$ cat config.mk
export PLATFORM = sky130hd
export DESIGN_NAME = trackball_pointer_tracker_unit
export DESIGN_NICKNAME = d
export VERILOG_FILES = /design/src/design/tpt_pkg.sv /design/src/design/tpt_front.sv /design/src/design/tpt_queue.sv /design/src/design/tpt_axis.sv /design/src/design/tpt_back.sv /design/src/design/trackball_pointer_tracker_unit.sv
export SDC_FILE = /design/constraint.sdc
export NUM_CORES = 1
export LEC_CHECK = 0
export BUFFER_PORTS_ARGS = -buffer_cell sky130_fd_sc_hd__buf_2
export CAP_MARGIN = 10
export CELL_PAD_IN_SITES_DETAIL_PLACEMENT = 0
export CELL_PAD_IN_SITES_GLOBAL_PLACEMENT = 1
export CORE_ASPECT_RATIO = 2
export CORE_UTILIZATION = 45
export CTS_CLUSTER_DIAMETER = 120
export DETAILED_ROUTE_END_ITERATION = 8
export GPL_TIMING_DRIVEN = 0
export PLACE_DENSITY = 0.76
export SETUP_SLACK_MARGIN = 0.4
export SLEW_MARGIN = 20
export SYNTH_ARGS = -nofsm -noshare
export SYNTH_HDL_FRONTEND = slang
export SYNTH_SLANG_ARGS = --single-unit
export TNS_END_PERCENT = 20
$ cat constraint.sdc
create_clock -name clock -period 7.5 [get_ports clock]
set_clock_uncertainty 0.2 [all_clocks]
set_input_delay 1.5 -clock clock [delete_from_list [all_inputs] [get_ports clock]]
set_output_delay 1.5 -clock clock [all_outputs]
set_load 0.01 [all_outputs]
$ cat src/design/tpt_pkg.sv
// Shared types and constants for the trackball pointer tracker.
package tpt_pkg;

   localparam int STEP_W    = 7;
   localparam int HOLD_W    = 16;
   localparam int TIME_W    = 32;
   localparam int CSR_IDX_W = 2;
   localparam int CSR_DAT_W = 16;
   localparam int REQ_W     = 40;
   localparam int RSP_W     = 48;
   localparam int QDEPTH    = 2;

   localparam logic [CSR_IDX_W-1:0] CSR_STEP_PX    = 2'd0;
   localparam logic [CSR_IDX_W-1:0] CSR_LONG_MS    = 2'd1;
   localparam logic [CSR_IDX_W-1:0] CSR_LONG_EN    = 2'd2;
   localparam logic [CSR_IDX_W-1:0] CSR_DPAD_MODE  = 2'd3;

   localparam logic [STEP_W-1:0] STEP_PX_RST  = 7'd4;
   localparam logic [HOLD_W-1:0] LONG_MS_RST  = 16'd600;
   localparam logic [3:0]        DIR_IDLE     = 4'hF;

   typedef struct packed {
      logic [STEP_W-1:0] step_px;
      logic [HOLD_W-1:0] long_press_ms;
      logic              long_press_enable;
      logic              dpad_mode;
   } cfg_type;

   typedef struct packed {
      logic signed [1:0]  det_x;
      logic signed [1:0]  det_y;
      logic               pressed;
      logic               new_click;
      logic               moved;
      logic [TIME_W-1:0]  now_ms;
   } event_type;

   typedef struct packed {
      logic              long_press_fire;
      logic signed [7:0] edge_over_y;
      logic signed [7:0] edge_over_x;
      logic              dpad_click;
      logic              dpad_event;
      logic signed [1:0] detent_y;
      logic signed [1:0] detent_x;
      logic              pointer_pressed;
      logic [7:0]        cursor_y;
      logic [8:0]        cursor_x;
   } result_type;

endpackage

$ cat src/design/tpt_front.sv
// Front end: takes polls, finds detents and click edges, pushes events.
module tpt_front (
   input  logic                         clock,
   input  logic                         reset,
   input  logic                         in_valid,
   input  logic                         in_ready,
   input  logic [3:0]                   dir_levels,
   input  logic                         click_level,
   input  logic [tpt_pkg::TIME_W-1:0]   now_ms,
   output logic                         push,
   output tpt_pkg::event_type           evt
);

   logic [3:0] dir_last_ff, dir_last_in;
   logic       click_down_ff, click_down_in;
   logic [3:0] changed;
   logic       pressed;

   always_comb begin
      changed = dir_levels ^ dir_last_ff;
      pressed = ~click_level;
      push    = in_valid & in_ready;

      evt.det_x     = $signed({1'b0, changed[0]}) - $signed({1'b0, changed[2]});
      evt.det_y     = $signed({1'b0, changed[3]}) - $signed({1'b0, changed[1]});
      evt.pressed   = pressed;
      evt.new_click = pressed & ~click_down_ff;
      evt.moved     = |changed;
      evt.now_ms    = now_ms;

      dir_last_in   = push ? dir_levels : dir_last_ff;
      click_down_in = push ? pressed : click_down_ff;
   end

   always_ff @(posedge clock) begin
      if (reset) begin
         dir_last_ff   <= tpt_pkg::DIR_IDLE;
         click_down_ff <= 1'b0;
      end else begin
         dir_last_ff   <= dir_last_in;
         click_down_ff <= click_down_in;
      end
   end

endmodule

$ cat src/design/tpt_queue.sv
// Two-entry event queue between front and back end.
module tpt_queue (
   input  logic               clock,
   input  logic               reset,
   input  logic               push,
   input  tpt_pkg::event_type push_data,
   output logic               not_full,
   input  logic               pop,
   output logic               not_empty,
   output tpt_pkg::event_type pop_data
);

   localparam int PTR_W = $clog2(tpt_pkg::QDEPTH);

   tpt_pkg::event_type mem_ff [tpt_pkg::QDEPTH];
   logic [PTR_W-1:0]   wr_ptr_ff, wr_ptr_in;
   logic [PTR_W-1:0]   rd_ptr_ff, rd_ptr_in;
   logic [PTR_W:0]     count_ff, count_in;

   always_comb begin
      not_full  = count_ff != (PTR_W+1)'(tpt_pkg::QDEPTH);
      not_empty = count_ff != '0;
      pop_data  = mem_ff[rd_ptr_ff];
      wr_ptr_in = push ? wr_ptr_ff + 1'b1 : wr_ptr_ff;
      rd_ptr_in = pop ? rd_ptr_ff + 1'b1 : rd_ptr_ff;
      count_in  = count_ff;
      if (push && !pop) begin
         count_in = count_ff + 1'b1;
      end else if (pop && !push) begin
         count_in = count_ff - 1'b1;
      end
   end

   always_ff @(posedge clock) begin
      if (reset) begin
         wr_ptr_ff <= '0;
         rd_ptr_ff <= '0;
         count_ff  <= '0;
      end else begin
         wr_ptr_ff <= wr_ptr_in;
         rd_ptr_ff <= rd_ptr_in;
         count_ff  <= count_in;
      end
   end

   always_ff @(posedge clock) begin
      if (push) begin
         mem_ff[wr_ptr_ff] <= push_data;
      end
   end

endmodule

$ cat src/design/tpt_axis.sv
// One cursor axis: step move, clamp to screen, overshoot.
module tpt_axis #(
   parameter int SIZE = 320,
   localparam int PW = $clog2(SIZE)
) (
   input  logic [PW-1:0]               pos,
   input  logic signed [1:0]           det,
   input  logic [tpt_pkg::STEP_W-1:0]  step_px,
   output logic [PW-1:0]               pos_next,
   output logic signed [7:0]           over
);

   localparam int XW = ((PW > tpt_pkg::STEP_W) ? PW : tpt_pkg::STEP_W) + 2;
   localparam logic signed [XW-1:0] LIM  = XW'(SIZE);
   localparam logic signed [XW-1:0] LAST = XW'(SIZE - 1);

   logic signed [XW-1:0] step_ext;
   logic signed [XW-1:0] delta;
   logic signed [XW-1:0] sum;
   logic signed [XW-1:0] over_ext;

   always_comb begin
      step_ext = $signed({{(XW-tpt_pkg::STEP_W){1'b0}}, step_px});
      case (det)
         2'sb01:  delta = step_ext;
         2'sb11:  delta = -step_ext;
         default: delta = '0;
      endcase
      sum      = $signed({{(XW-PW){1'b0}}, pos}) + delta;
      over_ext = '0;
      pos_next = sum[PW-1:0];
      if (det == 2'sb01 && sum >= LIM) begin
         over_ext = sum - LAST;
         pos_next = LAST[PW-1:0];
      end else if (det == 2'sb11 && sum < 0) begin
         over_ext = sum;
         pos_next = '0;
      end
      over = 8'(over_ext);
   end

endmodule

$ cat src/design/tpt_back.sv
// Back end: cursor, press timer, long press and the result register.
module tpt_back #(
   parameter int SCREEN_WIDTH  = 320,
   parameter int SCREEN_HEIGHT = 240
) (
   input  logic                clock,
   input  logic                reset,
   input  tpt_pkg::cfg_type    cfg,
   input  logic                evt_valid,
   input  tpt_pkg::event_type  evt,
   output logic                pop,
   output logic                out_valid,
   input  logic                out_ready,
   output tpt_pkg::result_type out_data
);

   localparam int XPW = $clog2(SCREEN_WIDTH);
   localparam int YPW = $clog2(SCREEN_HEIGHT);
   localparam logic [XPW-1:0] X_RST = XPW'(SCREEN_WIDTH / 2);
   localparam logic [YPW-1:0] Y_RST = YPW'(SCREEN_HEIGHT / 2);

   logic [XPW-1:0]              pos_x_ff, pos_x_in, pos_x_mv;
   logic [YPW-1:0]              pos_y_ff, pos_y_in, pos_y_mv;
   logic [tpt_pkg::TIME_W-1:0]  start_ff, start_in;
   logic                        moved_held_ff, moved_held_in;
   logic                        lp_done_ff, lp_done_in;
   logic                        valid_ff, valid_in;
   tpt_pkg::result_type         data_ff, data_in;
   logic signed [7:0]           over_x, over_y;
   logic [tpt_pkg::TIME_W-1:0]  elapsed;
   logic                        fire;

   tpt_axis #(.SIZE(SCREEN_WIDTH)) u_axis_x (
      .pos      (pos_x_ff),
      .det      (evt.det_x),
      .step_px  (cfg.step_px),
      .pos_next (pos_x_mv),
      .over     (over_x)
   );

   tpt_axis #(.SIZE(SCREEN_HEIGHT)) u_axis_y (
      .pos      (pos_y_ff),
      .det      (evt.det_y),
      .step_px  (cfg.step_px),
      .pos_next (pos_y_mv),
      .over     (over_y)
   );

   always_comb begin
      pop = evt_valid & (~valid_ff | out_ready);

      start_in      = evt.new_click ? evt.now_ms : start_ff;
      moved_held_in = (evt.new_click ? 1'b0 : moved_held_ff) | (evt.pressed & evt.moved);
      elapsed       = evt.now_ms - start_in;
      fire = evt.pressed & ~(evt.new_click ? 1'b0 : lp_done_ff) & ~moved_held_in &
             cfg.long_press_enable &
             (elapsed >= {{(tpt_pkg::TIME_W-tpt_pkg::HOLD_W){1'b0}}, cfg.long_press_ms});
      lp_done_in    = (evt.new_click ? 1'b0 : lp_done_ff) | fire;

      data_in = '0;
      data_in.detent_x = evt.det_x;
      data_in.detent_y = evt.det_y;
      if (cfg.dpad_mode) begin
         pos_x_in = pos_x_ff;
         pos_y_in = pos_y_ff;
         data_in.dpad_event = (evt.det_x != 2'sb00) | (evt.det_y != 2'sb00) | evt.new_click;
         data_in.dpad_click = evt.new_click;
      end else begin
         pos_x_in = pos_x_mv;
         pos_y_in = pos_y_mv;
         data_in.pointer_pressed = evt.pressed & ~lp_done_in;
         data_in.long_press_fire = fire;
         data_in.edge_over_x     = evt.pressed ? 8'sd0 : over_x;
         data_in.edge_over_y     = evt.pressed ? 8'sd0 : over_y;
      end
      data_in.cursor_x = 9'(pos_x_in);
      data_in.cursor_y = 8'(pos_y_in);

      valid_in  = pop | (valid_ff & ~out_ready);
      out_valid = valid_ff;
      out_data  = data_ff;
   end

   always_ff @(posedge clock) begin
      if (reset) begin
         pos_x_ff      <= X_RST;
         pos_y_ff      <= Y_RST;
         start_ff      <= '0;
         moved_held_ff <= 1'b0;
         lp_done_ff    <= 1'b0;
         valid_ff      <= 1'b0;
      end else begin
         valid_ff <= valid_in;
         if (pop) begin
            pos_x_ff <= pos_x_in;
            pos_y_ff <= pos_y_in;
            if (!cfg.dpad_mode) begin
               start_ff      <= start_in;
               moved_held_ff <= moved_held_in;
               lp_done_ff    <= lp_done_in;
            end
         end
      end
   end

   always_ff @(posedge clock) begin
      if (pop) begin
         data_ff <= data_in;
      end
   end

endmodule

$ cat src/design/trackball_pointer_tracker_unit.sv
// Trackball pointer tracker top level: config registers, front, queue, back.
//
// Usage: each transaction on the req_ channel is one poll of the four direction
// pins, the active-low click pin and a millisecond time. Every poll yields
// exactly one transaction on the rsp_ channel with the cursor, detents,
// d-pad events, edge overshoot and the long press pulse.
// Configuration is written through csr_we/csr_index/csr_wdata while no poll
// is in flight; index 0 step_px, 1 long_press_ms, 2 long_press_enable,
// 3 dpad_mode.
// An accepted poll is written into the queue and then popped into the result
// register that drives rsp_. Throughput: one poll per cycle while rsp_tready
// stays high, as the back end updates cursor and timer for each popped event.
// Reset (synchronous, active high) restores register defaults, centers the
// cursor and empties the queue and result register.
// When rsp_tready is low the result holds; the two-entry queue absorbs polls
// and req_tready drops once it is full.
module trackball_pointer_tracker_unit #(
   parameter int SCREEN_WIDTH  = 320,
   parameter int SCREEN_HEIGHT = 240
) (
   input  logic                            clock,
   input  logic                            reset,
   input  logic                            req_tvalid,
   output logic                            req_tready,
   // right_level, up_level, left_level, down_level, click_level, now_ms[31:0]
   input  logic [tpt_pkg::REQ_W-1:0]       req_tdata,
   output logic                            rsp_tvalid,
   input  logic                            rsp_tready,
   // cursor_x[8:0], cursor_y[7:0], pointer_pressed, detent_x[1:0], detent_y[1:0],
   // dpad_event, dpad_click, edge_over_x[7:0], edge_over_y[7:0], long_press_fire
   output logic [tpt_pkg::RSP_W-1:0]       rsp_tdata,
   input  logic                            csr_we,
   input  logic [tpt_pkg::CSR_IDX_W-1:0]   csr_index,
   input  logic [tpt_pkg::CSR_DAT_W-1:0]   csr_wdata
);

   tpt_pkg::cfg_type    cfg_ff, cfg_in;
   tpt_pkg::event_type  push_evt, pop_evt;
   tpt_pkg::result_type rsp_data;
   logic                push, pop, q_not_empty;

   always_comb begin
      cfg_in = cfg_ff;
      if (csr_we) begin
         case (csr_index)
            tpt_pkg::CSR_STEP_PX:   cfg_in.step_px = csr_wdata[tpt_pkg::STEP_W-1:0];
            tpt_pkg::CSR_LONG_MS:   cfg_in.long_press_ms = csr_wdata;
            tpt_pkg::CSR_LONG_EN:   cfg_in.long_press_enable = csr_wdata[0];
            tpt_pkg::CSR_DPAD_MODE: cfg_in.dpad_mode = csr_wdata[0];
            default:                cfg_in = cfg_ff;
         endcase
      end
   end

   always_ff @(posedge clock) begin
      if (reset) begin
         cfg_ff.step_px           <= tpt_pkg::STEP_PX_RST;
         cfg_ff.long_press_ms     <= tpt_pkg::LONG_MS_RST;
         cfg_ff.long_press_enable <= 1'b0;
         cfg_ff.dpad_mode         <= 1'b0;
      end else begin
         cfg_ff <= cfg_in;
      end
   end

   tpt_front u_front (
      .clock       (clock),
      .reset       (reset),
      .in_valid    (req_tvalid),
      .in_ready    (req_tready),
      .dir_levels  (req_tdata[3:0]),
      .click_level (req_tdata[4]),
      .now_ms      (req_tdata[36:5]),
      .push        (push),
      .evt         (push_evt)
   );

   tpt_queue u_queue (
      .clock     (clock),
      .reset     (reset),
      .push      (push),
      .push_data (push_evt),
      .not_full  (req_tready),
      .pop       (pop),
      .not_empty (q_not_empty),
      .pop_data  (pop_evt)
   );

   tpt_back #(
      .SCREEN_WIDTH  (SCREEN_WIDTH),
      .SCREEN_HEIGHT (SCREEN_HEIGHT)
   ) u_back (
      .clock     (clock),
      .reset     (reset),
      .cfg       (cfg_ff),
      .evt_valid (q_not_empty),
      .evt       (pop_evt),
      .pop       (pop),
      .out_valid (rsp_tvalid),
      .out_ready (rsp_tready),
      .out_data  (rsp_data)
   );

   assign rsp_tdata = {{(tpt_pkg::RSP_W - $bits(tpt_pkg::result_type)){1'b0}}, rsp_data};

endmodule

==> impl_results.md, run 1 <==
- Status: completed
- Vias in the first global route: around 10000
- Min-Delay Path Class: register to register
- Fraction of the cycle the final worst path needs: roughly nine tenths
- Via/cell ratio: about 5.6
- Final WL: between 30000 and 40000 um
- Fin cells: approximately 1700
- Startpoint Class: register
- Crit path DAT: between 6 and 7 ns
- # port buffers: approximately 100
- #FFs+latches synth: ~200
- Post-synthesis sequential area ratio: between 40% and 50%
- Final setup violating endpoints: 0
- RSZ-0062 raised after global routing: false
- Gate Count Post-Synth: around 1300
- Core region area: ~26000 um^2
- Critical Path Max Stage Delay: around 0.65 ns
- Most frequent cells in the layout: 155 x nor2_1, 119 x edfxtp_1, 116 x a21oi_1
- Fin crit period: ~6.6 ns
- Worst path slowest cell: clkbuf_1
- TritonCTS buffer count: 21
- Clock buffer depth: 3
- Post-synth ARST share: 0%
- Slew HR: a little under a third
- # rows: 83
- Fin Setup TNS: 0 ns
- Worst skew pair latency: ~0.53 ns
- EDFF count, synth: ~120
- Yosys cell types: 72
- Final nets: between 1500 and 2000
- Placed cell count: 1710
- GR peak layer: met2
- Synth Flop Type: edfxtp_1
- CTS H-Tree Depth: 1
- Peak VDD IR: between 200 and 300 uV
- Detailed Place HPWL: about 27000 um
- Layout cells sized above 1: a little over an eighth
- Final Hold Fails: 0
- Routability cong.: between 0.9 and 1
- First-pass GRT wire length: 50930 um
- GR Util All Layers: approximately 25%
- Met1 Use GR: between 20% and 30%
- Ports: between 100 and 150
- Die area: around 27000 um^2
- Die X: ~120 um
- Fmax: approximately 0.15 GHz
- Worst Path Max Fanout: 10
- CP endpoint: u_back.out_data[40]
- CTS tree: built
- ANT nets after route: 0
- Routed length per placed instance: roughly 19 um
- Crit-path cells: buf_2 -> clkbuf_1 -> clkbuf_1 -> mux2_2 -> mux2i_1 -> ha_1 -> a21oi_1 -> nand2_1 -> o21bai_1 -> o21a_1 -> xnor2_1 -> ha_1 -> a211oi_1 -> o21ai_0 -> a211oi_1 -> nand4_1 -> a2111oi_2 -> o2111ai_1 -> nor4_1 -> nor3_1
- Area delta synth->final: 14.03%
- Worst EP required: between 7 and 8 ns
- Initial Utilization: a little under half
- Met3 Usage GRT: 2.454%
- PwrDens: roughly 500 nW/um^2
- Yosys warns: 0
- Mapped Area: between 10000 and 15000 um^2
- Mean Syn Cell Area: about 9.4 um^2
- Static Leakage: approximately 0.0054 uW
- Clock-pin slew on the worst setup and hold paths: ~0.060 ns
- Final slew viol count: 0
- DRT Pass-1 Iters: 5
- Pin count of the biggest net entering global routing: 37
- Worst Tran Pin Value: 1.028 ns
- Routed vias: between 9000 and 10000
- Clk sinks: a little over 200
- FF-to-FF End: u_back.out_data[40]
- Post-CTS Hold Buffers: 0
- Detailed Route Iter0 Violations: 471
- Initial antenna violation count: 0
- Chip height: between 200 and 250 um
- Commonest non-fill, non-tap cell in the layout: nor2_1
- Diodes inserted: 0
- Cell count of the worst reg-to-reg path: 20
- DRC Markers: 0
- Global route overflow: 0
- CTS root buffer: clkbuf_16
- Crit path capture type: register
- Maxcap violations: 0
- GR Util met2: approximately half
- R2R setup slack: 0.90 ns
- Critical path class: register to register
[worst min-delay path by stage]
stage	end	slack, ns	cells after the start	startpoint
3_5_place_dp	cfg_ff[16]	0.25	2	cfg_ff[16]
3_3_place_gp	cfg_ff[4]	0.24	2	cfg_ff[4]
4_1_cts	cfg_ff[16]	0.26	2	cfg_ff[16]
2_1_floorplan	cfg_ff[10]	0.24	2	cfg_ff[10]
5_1_grt	cfg_ff[14]	0.28	2	cfg_ff[14]
6_report	cfg_ff[14]	0.25	2	cfg_ff[14]
[layout make-up]
type | count | area, um^2
buffer | 62 | 264.0
clock inverter | 9 | 81.33
inverter | 72 | 270.3
tap | 340 | 425.4
clock buffer | 29 | 565.5
sequential | 206 | 5315
multi-input combinational | 926 | 6086
fill | 2448 | 12290
timing repair buffer | 104 | 565.5
[cells by family (layout without fill, tap and decap cells)]
family / Yosys count / in the layout / share of synthesized area [%]
fa+ha+maj: 73 / 73 / 7.863
compound gates: 324 / 324 / 17.32
other cells: 1 / 7 / 0.03151
xor+xnor: 49 / 49 / 3.606
buf+inv: 134 / 276 / 4.478
simple gates: 397 / 397 / 15.24
mux: 76 / 76 / 6.801
flops: 206 / 206 / 44.65
[critical path: cells and delay by family, from the launching register on]
| family | cells | cell delay, ns |
|---|---|---|
| multiplexers | 2 | 0.64 |
| AND/OR/NAND/NOR | 4 | 0.69 |
| AO/OA/AOI/OAI | 8 | 2.29 |
| adder cells (fa/ha/maj) | 2 | 0.59 |
| buffers and inverters | 3 | 1.45 |
| flip-flops | 1 | 0.30 |
| XOR/XNOR | 1 | 0.15 |
[synthesized netlist by cell type (4+ instances only)]
master,instances,area share [%]
nor2_1,156,4.9
edfxtp_1,119,30
a21oi_1,116,4.9
nand2_1,105,3.3
dfxtp_1,87,15
inv_1,71,2.2
ha_1,70,7.4
o21ai_0,63,2.6
mux2i_1,46,3.9
clkbuf_1,42,1.3
xnor2_1,32,2.4
mux2_2,29,2.7
a211oi_1,28,1.8
nor3_1,27,1.1
nand3_1,25,1.1
a21o_1,19,1.2
xor2_1,17,1.3
or3_1,16,0.84
nand4_1,11,0.58
buf_1,10,0.32
and2_1,9,0.47
nand2b_1,9,0.47
o31ai_1,8,0.50
a2111oi_0,7,0.52
a22oi_1,7,0.44
a31oi_1,7,0.37
buf_4,7,0.44
o21a_1,7,0.44
a211o_1,6,0.44
and3_1,6,0.32
nand3b_1,6,0.38
o2111ai_1,6,0.44
o211ai_1,6,0.38
o21bai_1,6,0.38
nor2b_1,5,0.26
nor3b_1,5,0.32
nor4_1,4,0.21
or4_1,4,0.25
[registers in the layout, indices dropped and copies added (netlist names), 2 cells and up, named ones only]
register / cells
cfg_ff: 25
u_back.out_data: 41
u_back.pos_x_ff: 9
u_back.pos_y_ff: 8
u_back.start_ff: 32
u_front.dir_last_ff: 4
u_queue.count_ff: 2
u_queue.mem_ff: 78
[metrics by stage]
step / total power [uW] / util (%) / setup slack [ns] / instance area, um^2 / hold WS (ns)
2_1_floorplan: 4751 / - / 2.400 / 11930 / 0.2363
3_3_place_gp: 5897 / 49.72 / 0.6713 / 12860 / 0.2432
3_5_place_dp: 5942 / 49.98 / 0.6400 / 12920 / 0.2489
4_1_cts: 6984 / 52.48 / 0.6286 / 13570 / 0.2574
5_1_grt: 7516 / 52.49 / 0.4455 / 13570 / 0.2813
6_report: 6961 / 52.49 / 0.8980 / 13570 / 0.2539
[layer usage]
metal  vias to the layer above  wire [um]
li1                       4829          -
met1                      4592      10770
met2                       267      19120
met3                       130        942
met4                         0       2597
met5                         -          0
[repair_timing]
item | CTS | global route
gates resized for setup | 0 | 3
endpoints found under the setup margin | 0 | 1
buffers inserted | 0 | 0
[power breakdown]
| group | switching [uW] | internal, uW | total [uW] |
|---|---|---|---|
| clock | 444 | 566 | 1010 |
| sequential | 108 | 1580 | 1690 |
| combinational | 2690 | 1570 | 4260 |
| total | 3240 | 3720 | 6960 |
No activity file was read; power rests on OpenSTA's default activity.
==> inputs of run 2 (changes only) <==
--- a/config.mk
+++ b/config.mk
@@ -5,7 +5,6 @@
 export SDC_FILE = /design/constraint.sdc
 export NUM_CORES = 1
 export LEC_CHECK = 0
-export BUFFER_PORTS_ARGS = -buffer_cell sky130_fd_sc_hd__buf_2
 export CAP_MARGIN = 10
 export CELL_PAD_IN_SITES_DETAIL_PLACEMENT = 0
 export CELL_PAD_IN_SITES_GLOBAL_PLACEMENT = 1
@@ -13,8 +12,9 @@
 export CORE_UTILIZATION = 45
 export CTS_CLUSTER_DIAMETER = 120
 export DETAILED_ROUTE_END_ITERATION = 8
+export DONT_BUFFER_PORTS = 1
 export GPL_TIMING_DRIVEN = 0
-export PLACE_DENSITY = 0.76
+export PLACE_DENSITY = 0.72
 export SETUP_SLACK_MARGIN = 0.4
 export SLEW_MARGIN = 20
 export SYNTH_ARGS = -nofsm -noshare
==> impl_results.md, run 2 (same netlist as run 1, synthesis figures left out) <==
- Final slew viol count: 0 (unchanged)
- Pin count of the biggest net entering global routing: 38 (was 37)
- Routed vias: 9405 (was 9818)
- ANT nets after route: 0 (unchanged)
- Worst skew pair latency: 0.51 ns (was 0.53 ns)
- Worst Path Max Fanout: 10 (unchanged)
- Vias in the first global route: 9565 (was 9794)
- Slew HR: 38.04% (was 31.48%)
- Worst Tran Pin Value: 0.9036 ns (was 1.028 ns)
- Clock buffer depth: 3 (unchanged)
- Share of the core filled with cells: 50.78% (was 52.49%)
- Fin Setup TNS: 0 ns (unchanged)
- CTS tree: built (unchanged)
- Detailed Route Iter0 Violations: 457 (was 471)
- Die X: 117 um (unchanged)
- Fraction of the cycle the final worst path needs: 87.94% (was 88.03%)
- Peak VDD IR: 266.0 uV (was 295.1 uV)
- Crit path capture type: register (unchanged)
- Startpoint Class: register (unchanged)
- Diodes inserted: 0 (unchanged)
- Detailed Place HPWL: 26710 um (was 26760 um)
- Maxcap violations: 0 (unchanged)
- DRT Pass-1 Iters: 5 (unchanged)
- Fmax: 0.1516 GHz (was 0.1515 GHz)
- PwrDens: 526.4 nW/um^2 (was 512.9 nW/um^2)
- Most frequent cells in the layout: 155 x nor2_1, 119 x edfxtp_1, 116 x a21oi_1 (unchanged)
- Clock-pin slew on the worst setup and hold paths: 0.07 ns (was 0.06 ns)
- Routed length per placed instance: 20.30 um (was 19.12 um)
- Final Hold Fails: 0 (unchanged)
- Reg with most FFs: u_queue.mem_ff (unchanged)
- GR Util met2: 51.37% (was 50.78%)
- Min-Delay Path Class: register to register (unchanged)
- Layout cells sized above 1: 7.126% (was 13.64%)
- Status: completed (unchanged)
- Die area: 27140 um^2 (unchanged)
- Met1 Use GR: 22.41% (was 22.16%)
- Met3 Usage GRT: 2.871% (was 2.454%)
- Crit path DAT: 6.62 ns (was 6.66 ns)
- Crit-path cells: buf_2 -> clkbuf_1 -> clkbuf_1 -> mux2_2 -> mux2i_1 -> ha_1 -> a21oi_1 -> nand2_1 -> o21bai_1 -> o21a_1 -> xnor2_1 -> ha_1 -> a211oi_1 -> o21ai_0 -> a211oi_1 -> nand4_1 -> a2111oi_2 -> o2111ai_1 -> nor4_1 -> nor3_1 (unchanged)
- CTS H-Tree Depth: 1 (unchanged)
- Area occupied by multi-input gates: 6086 um^2 (unchanged)
- Final nets: 1427 (was 1529)
- Initial antenna violation count: 0 (unchanged)
- CTS root buffer: clkbuf_16 (unchanged)
- Commonest non-fill, non-tap cell in the layout: nor2_1 (unchanged)
- First-pass GRT wire length: 51360 um (was 50930 um)
- Static Leakage: 0.005006 uW (was 0.005384 uW)
- Worst EP required: 7.53 ns (was 7.56 ns)
- Initial Utilization: 46.03% (unchanged)
- Fin crit period: 6.596 ns (was 6.602 ns)
- Worst path slowest cell: clkbuf_1 (unchanged)
- Max reg flops: 78 (unchanged)
- Area delta synth->final: 10.32% (was 14.03%)
- DRC Markers: 0 (unchanged)
- GR peak layer: met2 (unchanged)
- Ports: 113 (unchanged)
- Via/cell ratio: 5.717 (was 5.617)
- # rows: 83 (unchanged)
- RSZ-0062 raised after global routing: false (unchanged)
- Layout filler cell count: 2442 (was 2448)
- Seq. cell area: 5315 um^2 (unchanged)
- Post-CTS setup buffer count: 0 (unchanged)
- Final WL: 33390 um (was 33430 um)
- Critical Path Max Stage Delay: 0.70 ns (was 0.65 ns)
- Hold path start: cfg_ff[14] (unchanged)
- Critical path class: register to register (unchanged)
- Routability cong.: 0.9308 (was 0.9471)
- Final setup violating endpoints: 0 (unchanged)
- Global route overflow: 0 (unchanged)
- # port buffers: 0 (was 101)
- Chip height: 232 um (unchanged)
- Clk sinks: 206 (unchanged)
- Core region area: 25860 um^2 (unchanged)
- TritonCTS buffer count: 20 (was 21)
- GR Util All Layers: 25.54% (was 25.41%)
run 2: changes by cell type in the layout (fill, tap and decap cells not counted), moves of 2 or more:
cell,change
clkinv_1,+2
bufinv_16,+3
clkinvlp_4,+2
clkbuf_1,-6
clkinv_4,-2
buf_2,-101
run 2: repair_timing:
item | in CTS | in global routing
hold buffers | 0 | 0
resized for setup | 0 | 3
setup endpoints to repair | 0 | 1
run 2: cell type report:
class	count	share of cell area, %
inverters	72	2.058
clock inverters	13	1.277
well taps	340	3.240
repair buffers	3	0.4574
plain buffers	62	2.010
flip-flops and latches	206	40.48
multi-input cells	926	46.35
clock buffers	23	4.135
run 2: metrics by stage:
stage | std cells | instance area (um^2) | setup slack, ns | hold slack [ns] | total power, uW
final | 1645 | 13130 | 0.9043 | 0.2543 | 6912
after global routing | 1645 | 13130 | 0.5250 | 0.2770 | 7484
after CTS | 1645 | 13130 | 0.7820 | 0.2581 | 6951
after detailed placement | 1609 | 12420 | 0.8112 | 0.2497 | 5827
after global placement | 1606 | 12350 | 0.8331 | 0.2445 | 5759
after floorplan | 1266 | 11930 | 2.400 | 0.2363 | 4751
run 2: worst paths after layout:
kind / end / slack [ns] / cells past startpoint
setup / recovery: u_back.out_data[40] / 0.90 / 20
hold / removal: cfg_ff[14] / 0.25 / 2
setup reg to reg: u_back.out_data[40] / 0.90 / 20
hold reg to reg: cfg_ff[14] / 0.25 / 2
run 2: worst max-delay path: cells and delay by family (launching register included):
kind                       cells  cell delay [ns]
DFF                            1             0.30
adders and majority gates      2             0.59
AOI/OAI and AO/OA              8             2.19
xor gates and xnor gates       1             0.16
and+or+nand+nor                4             0.76
buffers and inverters          3             1.46
muxes                          2             0.63
run 2: per-layer routing:
metal	vias up	routed length [um]
li1	4614	-
met1	4450	10730
met2	232	19220
met3	109	1101
met4	0	2347
met5	-	0
run 2: report_power, final:
| group | switching (uW) | internal [uW] |
|---|---|---|
| registers | 173 | 1590 |
| clock network | 441 | 658 |
| logic | 2560 | 1490 |
| total | 3170 | 3740 |
